**config.mk**
```make
export PLATFORM = sky130hd
export DESIGN_NAME = drd_row_acc_flat
export DESIGN_NICKNAME = d
export VERILOG_FILES = /design/src/rtl/core/drd_pkg.sv /design/src/rtl/core/drd_in_if.sv /design/src/rtl/core/drd_row_acc.sv /design/src/flat_wrapper.sv
export SDC_FILE = /design/constraint.sdc
export NUM_CORES = 1
export LEC_CHECK = 0
export BUFFER_PORTS_ARGS = -buffer_cell sky130_fd_sc_hd__buf_4
export CAP_MARGIN = 20
export CORE_AREA = 2 2 200 202
export CTS_CLUSTER_DIAMETER = 40
export DETAILED_ROUTE_END_ITERATION = 10
export DIE_AREA = 0 0 202 204
export GPL_ROUTABILITY_DRIVEN = 0
export PLACE_DENSITY = 0.78
export RECOVER_POWER = 100
export SLEW_MARGIN = 10
export SYNTH_ARGS = -nofsm -noshare
export SYNTH_HDL_FRONTEND = slang
export SYNTH_SLANG_ARGS = --single-unit
```
**constraint.sdc**
```tcl
create_clock -name clk -period 17.1 [get_ports clk]
set_input_delay 1.71 -clock clk [delete_from_list [all_inputs] [get_ports clk]]
set_output_delay 1.71 -clock clk [all_outputs]
set_load 0.02 [all_outputs]
```
**src/rtl/core/drd_pkg.sv**
```systemverilog
// Shared constants, register codes and stage types of the detection row decoder.
// No dependencies; every other file of the block imports this package.
package drd_pkg;

    localparam int TENSOR_W        = 32;
    localparam int CLASS_COUNT     = 10;
    localparam int CLASS_W         = 4;
    localparam int COL_W           = 5;
    localparam int FIRST_CLASS_COL = 5;
    localparam int COL_MAX         = 31;

    localparam int THR_W = 17;
    localparam int INV_W = 24;
    localparam int PAD_W = 26;

    // Edge numerators carry one extra fraction bit (2^-17 px), products are
    // shifted down by 33 to whole pixels.
    localparam int NUM_W     = 35;
    localparam int PROD_W    = NUM_W + INV_W + 1;
    localparam int PIX_SHIFT = 33;
    localparam int PIX_Q_W   = PROD_W - PIX_SHIFT;
    localparam int PIX_W     = 16;

    localparam int CFG_INDEX_W = 3;
    localparam int CFG_DATA_W  = 26;

    // Register reset values: 0.25 in Q1.16, 1.0 in Q8.16.
    localparam logic [THR_W-1:0] OBJ_THRESHOLD_RST   = THR_W'(16384);
    localparam logic [THR_W-1:0] SCORE_THRESHOLD_RST = THR_W'(16384);
    localparam logic [INV_W-1:0] INVERSE_SCALE_RST   = INV_W'(65536);

    typedef enum logic [CFG_INDEX_W-1:0] {
        REG_OBJ_THRESHOLD   = 3'd0,
        REG_SCORE_THRESHOLD = 3'd1,
        REG_INVERSE_SCALE   = 3'd2,
        REG_PAD_X           = 3'd3,
        REG_PAD_Y           = 3'd4
    } drd_reg_e;

    typedef struct packed {
        logic [THR_W-1:0] obj_threshold;
        logic [THR_W-1:0] score_threshold;
        logic [INV_W-1:0] inverse_scale;
        logic [PAD_W-1:0] pad_x;
        logic [PAD_W-1:0] pad_y;
    } drd_cfg_t;

    // Kept row, handed from the accumulator to the box math.
    typedef struct packed {
        logic signed [NUM_W-1:0]    left_num;
        logic signed [NUM_W-1:0]    top_num;
        logic signed [NUM_W-1:0]    width_num;
        logic signed [NUM_W-1:0]    height_num;
        logic [CLASS_W-1:0]         class_index;
        logic signed [TENSOR_W-1:0] confidence;
    } drd_row_t;

endpackage

```
**src/rtl/core/drd_in_if.sv**
```systemverilog
// Input channel of the detection row decoder: one tensor word per handshake.
// Depends on drd_pkg.
interface drd_in_if;
    import drd_pkg::*;

    logic                       valid;
    logic                       ready;
    logic signed [TENSOR_W-1:0] tensor_value;
    logic                       last_in_row;

    modport source (output valid, output tensor_value, output last_in_row, input ready);
    modport sink   (input valid, input tensor_value, input last_in_row, output ready);

endinterface

```
**src/rtl/core/drd_row_acc.sv**
```systemverilog
// Row accumulator: column capture, running argmax, row-end keep test and edge
// numerators, registered into the row stage. Depends on drd_pkg, drd_in_if.
module drd_row_acc (
    input  logic              clk,
    input  logic              rst_n,
    drd_in_if.sink            tensor,
    input  drd_pkg::drd_cfg_t cfg,
    output logic              row_valid,
    output drd_pkg::drd_row_t row,
    input  logic              row_ready
);
    import drd_pkg::*;

    logic [COL_W-1:0]           col_reg, col_next;
    logic signed [TENSOR_W-1:0] cx_reg, cx_next, cx_upd;
    logic signed [TENSOR_W-1:0] cy_reg, cy_next, cy_upd;
    logic signed [TENSOR_W-1:0] w_reg, w_next, w_upd;
    logic signed [TENSOR_W-1:0] h_reg, h_next, h_upd;
    logic signed [TENSOR_W-1:0] obj_reg, obj_next, obj_upd;
    logic signed [TENSOR_W-1:0] best_reg, best_next, best_upd;
    logic [CLASS_W-1:0]         cls_reg, cls_next, cls_upd;
    logic [COL_W-1:0]           col_upd;

    logic     row_valid_reg, row_valid_next;
    drd_row_t row_reg, row_next;

    logic accept;
    logic in_class;
    logic keep;

    assign accept       = tensor.valid && tensor.ready;
    assign tensor.ready = !row_valid_reg || row_ready;

    // Apply the current word to the row state.
    always_comb
    begin
        cx_upd   = cx_reg;
        cy_upd   = cy_reg;
        w_upd    = w_reg;
        h_upd    = h_reg;
        obj_upd  = obj_reg;
        best_upd = best_reg;
        cls_upd  = cls_reg;
        in_class = ({1'b0, col_reg} >= (COL_W + 1)'(FIRST_CLASS_COL))
                && ({1'b0, col_reg} < (COL_W + 1)'(FIRST_CLASS_COL + CLASS_COUNT));
        unique case (col_reg)
            COL_W'(0): cx_upd  = tensor.tensor_value;
            COL_W'(1): cy_upd  = tensor.tensor_value;
            COL_W'(2): w_upd   = tensor.tensor_value;
            COL_W'(3): h_upd   = tensor.tensor_value;
            COL_W'(4): obj_upd = tensor.tensor_value;
            default:
            begin
                // first class column always loads; later ones only on a strict win
                if (in_class && (col_reg == COL_W'(FIRST_CLASS_COL)
                                 || tensor.tensor_value > best_reg))
                begin
                    best_upd = tensor.tensor_value;
                    cls_upd  = CLASS_W'(col_reg - COL_W'(FIRST_CLASS_COL));
                end
            end
        endcase
        col_upd = (col_reg == COL_W'(COL_MAX)) ? col_reg : col_reg + COL_W'(1);
    end

    // Row-end decision and edge numerators (units of 2^-17 px).
    always_comb
    begin
        keep = (col_reg >= COL_W'(FIRST_CLASS_COL))
            && ($signed({obj_upd[TENSOR_W-1], obj_upd})
                >= $signed({{(TENSOR_W + 1 - THR_W){1'b0}}, cfg.obj_threshold}))
            && ($signed({best_upd[TENSOR_W-1], best_upd})
                > $signed({{(TENSOR_W + 1 - THR_W){1'b0}}, cfg.score_threshold}));

        row_next.left_num   = {{2{cx_upd[TENSOR_W-1]}}, cx_upd, 1'b0}
                            - {{3{w_upd[TENSOR_W-1]}}, w_upd}
                            - {{(NUM_W - PAD_W - 1){1'b0}}, cfg.pad_x, 1'b0};
        row_next.top_num    = {{2{cy_upd[TENSOR_W-1]}}, cy_upd, 1'b0}
                            - {{3{h_upd[TENSOR_W-1]}}, h_upd}
                            - {{(NUM_W - PAD_W - 1){1'b0}}, cfg.pad_y, 1'b0};
        row_next.width_num  = {{2{w_upd[TENSOR_W-1]}}, w_upd, 1'b0};
        row_next.height_num = {{2{h_upd[TENSOR_W-1]}}, h_upd, 1'b0};
        row_next.class_index = cls_upd;
        row_next.confidence  = obj_upd;
    end

    always_comb
    begin
        col_next  = col_reg;
        cx_next   = cx_reg;
        cy_next   = cy_reg;
        w_next    = w_reg;
        h_next    = h_reg;
        obj_next  = obj_reg;
        best_next = best_reg;
        cls_next  = cls_reg;
        row_valid_next = row_valid_reg;
        if (row_valid_reg && row_ready)
        begin
            row_valid_next = 1'b0;
        end
        if (accept)
        begin
            if (tensor.last_in_row)
            begin
                // every row end starts the next row from zero
                col_next  = '0;
                cx_next   = '0;
                cy_next   = '0;
                w_next    = '0;
                h_next    = '0;
                obj_next  = '0;
                best_next = '0;
                cls_next  = '0;
                if (keep)
                begin
                    row_valid_next = 1'b1;
                end
            end
            else
            begin
                col_next  = col_upd;
                cx_next   = cx_upd;
                cy_next   = cy_upd;
                w_next    = w_upd;
                h_next    = h_upd;
                obj_next  = obj_upd;
                best_next = best_upd;
                cls_next  = cls_upd;
            end
        end
    end

    always_ff @(posedge clk or negedge rst_n)
    begin
        if (!rst_n)
        begin
            col_reg       <= '0;
            cx_reg        <= '0;
            cy_reg        <= '0;
            w_reg         <= '0;
            h_reg         <= '0;
            obj_reg       <= '0;
            best_reg      <= '0;
            cls_reg       <= '0;
            row_valid_reg <= 1'b0;
        end
        else
        begin
            col_reg       <= col_next;
            cx_reg        <= cx_next;
            cy_reg        <= cy_next;
            w_reg         <= w_next;
            h_reg         <= h_next;
            obj_reg       <= obj_next;
            best_reg      <= best_next;
            cls_reg       <= cls_next;
            row_valid_reg <= row_valid_next;
        end
    end

    always_ff @(posedge clk)
    begin
        if (accept && tensor.last_in_row && keep)
        begin
            row_reg <= row_next;
        end
    end

    assign row_valid = row_valid_reg;
    assign row       = row_reg;

`ifndef ASSERT_OFF
    a_row_end_clears: assert property (@(posedge clk) disable iff (!rst_n)
        accept && tensor.last_in_row |=> col_reg == '0 && cls_reg == '0 && best_reg == '0)
        else $error("row state not cleared after row end");

    a_col_advances: assert property (@(posedge clk) disable iff (!rst_n)
        accept && !tensor.last_in_row && col_reg != COL_W'(COL_MAX)
        |=> col_reg == $past(col_reg) + COL_W'(1))
        else $error("column index did not advance");

    a_row_held: assert property (@(posedge clk) disable iff (!rst_n)
        row_valid_reg && !row_ready |=> row_valid_reg && $stable(row_reg))
        else $error("row stage lost or changed while stalled");
`endif

endmodule

```
**src/flat_wrapper.sv**
```systemverilog
// flat-port wrapper written by rule: the top's interface ports become plain ports
module drd_row_acc_flat import drd_pkg::*;
  (clk, rst_n, cfg, row_valid, row, row_ready, tensor_valid, tensor_tensor_value, tensor_last_in_row, tensor_ready);
  drd_in_if tensor_i ();
  input  logic clk;
  input  logic rst_n;
  input  drd_pkg::drd_cfg_t cfg;
  output logic row_valid;
  output drd_pkg::drd_row_t row;
  input  logic row_ready;
  input wire logic [$bits(tensor_i.valid)-1:0] tensor_valid;
  input wire logic [$bits(tensor_i.tensor_value)-1:0] tensor_tensor_value;
  input wire logic [$bits(tensor_i.last_in_row)-1:0] tensor_last_in_row;
  output wire logic [$bits(tensor_i.ready)-1:0] tensor_ready;
  assign tensor_i.valid = tensor_valid;
  assign tensor_i.tensor_value = tensor_tensor_value;
  assign tensor_i.last_in_row = tensor_last_in_row;
  assign tensor_ready = tensor_i.ready;
  drd_row_acc u_core (.clk(clk), .rst_n(rst_n), .tensor(tensor_i), .cfg(cfg), .row_valid(row_valid), .row(row), .row_ready(row_ready));
endmodule
```
==> run metrics <==
worst-margin pin slew a little under 5 ns; I/O Buffers between 200 and 300; gr ovfl total 0; Comb pwr share 0.434; final hold vios 0; reg-to-reg setup timing slack 7.66 ns; Arr. time, crit path 10.11 ns; DRT Wirelength 61.2 mm; DRT Pass-1 Iters 5; compound-cell area share of the yosys netlist 0.181; Final TNS setup 0 ns; commonest non-fill, non-tap cells in the layout 226 x inv_1, 202 x dfrtp_1, 200 x clkbuf_1; R2R Path Start u_core.col_reg[0]; CP Capture Point u_core.row[140]; final max-slew violation count 701; status finished with violations; Post-Syn Instances around 2200; register area share after synthesis 0.443; min-delay worst type reg -> reg; Max H-tree Level 2; Power Density 147 nW/um2; minimum clock period around 10 ns; share of the synthesized area in the top cell type 0.222; Critical Path Start tensor_tensor_value[9]; FMAX between 0.09 and 0.1 GHz; adder-cell share of the synthesized area 0.107; Num CTS Buffers 53; Core ar. a little under 40000 um2; GRT Resource Usage Total 0.294; Hold Buf Count CTS 0; layout cells sized above 1 0.117; async set or reset register ratio after synthesis 0.546; Slew headroom -2.21; FF+latch area a little over 10000 um2; area of the multi-input gates about 11000 um2; HPWL after DPL 43.3 mm; most common cell after layout, fill and taps aside inv_1; Switch Pwr roughly 1.4 mW; num rows 73; endpoints failing setup 0; failing checks max-capacitance violations, max-slew violations; CTS tree yes; combinational family with the most area after synthesis compound AO/OA/AOI/OAI gates; Power Internal about 2.5 mW; Yosys cell types between 70 and 80; top_reg_cell synth dfrtp_1; Max Buffers Root-to-Sink 3; max FFs per register ~170; first-pass GRT wire length just under 100 mm; Leak Pwr between 10 and 15 nW; Hold Path Depth 2; setup ws final approximately 7.1 ns; Root Buffer clkbuf_16; Synth-to-Final Area Change 16.5%; Simple-Gate Fraction of Synth Area 0.0945; Vias/cell 5.99; Cell Area, Synth 22800 um2; RSZ-0062 raised after global routing no; mean post-synth cell area 10.3 um2; Post-Synth XOR/XNOR Area 0.0440; Yosys reg bits 370; clock latency on the worst-skew pair about 0.60 ns; Crit. End Element register; setup bufs post-CTS 0; Layout Skew approximately 0.017 ns; Clk pwr share 0.291; DP Worst Slack about 9.4 ns; Die W 202 um; Crit Path Class in -> reg; crit start category input pin; CP required roughly 17 ns; R2R depth 13; area leader, netlist dfrtp_1; Worst IR Drop VDD 0.000119 V; vias in the first global route roughly 19000; Tcrit/Tclk final 0.585; cts repair resizes 0; Starting DRT DRC Count 1368; number of vias in the routed layout about 18000; Routed WL per cell approximately 20 um; Die H 204 um; largest net degree at the start of global routing between 80 and 90; fillcell total 3074; die area 41200 um2; Nets approximately 2800; initial antenna violation count 1; synth warn 0; DRC Markers 0; worst reg2reg endpoint u_core.row[140]; largest fanout on the critical path 70; fraction of power spent switching nets 0.370; number of routed nets with antenna violations 0; EDFF count, synth 168; Boundary Pins around 330; Seq pwr share 0.275; clock sinks 370; synth top area cells dfrtp_1 22%, edfxtp_1 22%, ha_1 10%; post-synthesis mux area share 0.0775; Starting Density 0.582; number of max-cap violations 12; Clock transition at path regs roughly 0.060 ns
==> synthesized netlist by cell type, drive strengths merged (8+ instances only) <==
cell type and n:
nor3 28, ha 188, xor2 40, o21a 21, o21bai 17, xnor2 73
inv 226, o21ai 169, mux2 90, nand3 27, nor4 12, nor2b 20
edfxtp 168, o211ai 10, a22o 121, a21o 73, mux2i 75, buf 23
a211oi 12, or3 8, a31oi 11, nor2 73, clkbuf 65, o31ai 9
nand2 172, dfrtp 202, a21oi 120, nand4 22, and2 14, and3 14
nand2b 22
==> routing by layer <==
| metal | share of wire | global-route usage | routed length [um] |
|---|---|---|---|
| met3 | 0.062 | 0.0517 | 3810 |
| met5 | 0 | 0 | 0 |
| met1 | 0.42 | 0.368 | 25400 |
| met4 | 0.035 | 0.113 | 2140 |
| met2 | 0.49 | 0.509 | 29800 |
==> how the worst min path moves through the flow <==
| stage | startpoint | end | slack, ns |
|---|---|---|---|
| finish | u_core.h_reg[13] | u_core.h_reg[13] | 0.48 |
| floorplan | u_core.h_reg[10] | u_core.h_reg[10] | 0.45 |
| CTS | u_core.h_reg[16] | u_core.h_reg[16] | 0.48 |
| global route | u_core.obj_reg[28] | u_core.obj_reg[28] | 0.51 |
| global placement | u_core.h_reg[21] | u_core.h_reg[21] | 0.46 |
| detailed placement | u_core.h_reg[13] | u_core.h_reg[13] | 0.47 |
==> cell families after synthesis <==
group,count (synthesis)
AND/OR/NAND/NOR,441
buffers and inverters,314
AO/OA/AOI/OAI,614
XOR/XNOR,113
flip-flops,370
multiplexers,165
adder cells (fa/ha/maj),192
other,1
==> power groups by stage <==
stage	Clock, mW	Sequential [mW]	Combinational (mW)
floorplan	0	1.08	1.30
global placement	0	1.08	1.60
detailed placement	0	1.09	1.65
CTS	1.15	1.07	1.67
global route	1.18	1.07	1.86
finish	1.13	1.07	1.69
==> worst max-delay path, stage by stage <==
cell and delay, ns:
clkbuf_1 0.53, ha_1 0.36, a21o_1 0.16, a21o_1 0.17
a21o_1 0.19, a221oi_1 0.24, o221ai_1 0.21, a211oi_1 0.32
a31oi_1 0.14, o21a_1 0.32, clkbuf_1 0.46, nand2_1 0.18
o21ai_0 0.10, ha_1 0.34, nor2b_1 0.13, o21a_1 0.12
o21a_1 0.11, o21ai_0 0.08, a21oi_1 0.16, o211ai_1 0.18
nand3_1 0.15, nand3b_1 0.08, mux2i_1 0.74, clkbuf_1 2.89
==> final cells by class <==
cell class | instances | share of cell area
Sequential cell | 370 | 0.380
Clock buffer | 64 | 0.0534
Clock inverter | 36 | 0.0161
Timing Repair Buffer | 316 | 0.0621
Inverter | 226 | 0.0319
Multi-Input combinational cell | 1527 | 0.432
Antenna cell | 1 | 0.0000942
Tap cell | 525 | 0.0247
==> metrics by stage <==
stage / hold WS (ns) / cells / area, um2 / power [mW] / utilization
after floorplan: 0.449 / 2211 / 22800 / 2.38 / -
after global placement: 0.461 / 2962 / 25500 / 2.68 / 0.651
after detailed placement: 0.470 / 2963 / 25600 / 2.74 / 0.652
after CTS: 0.481 / 3063 / 27400 / 3.89 / 0.699
after global routing: 0.506 / 3064 / 26600 / 4.12 / 0.678
final: 0.475 / 3065 / 26600 / 3.90 / 0.678
Power figures use the tool's default switching activity.
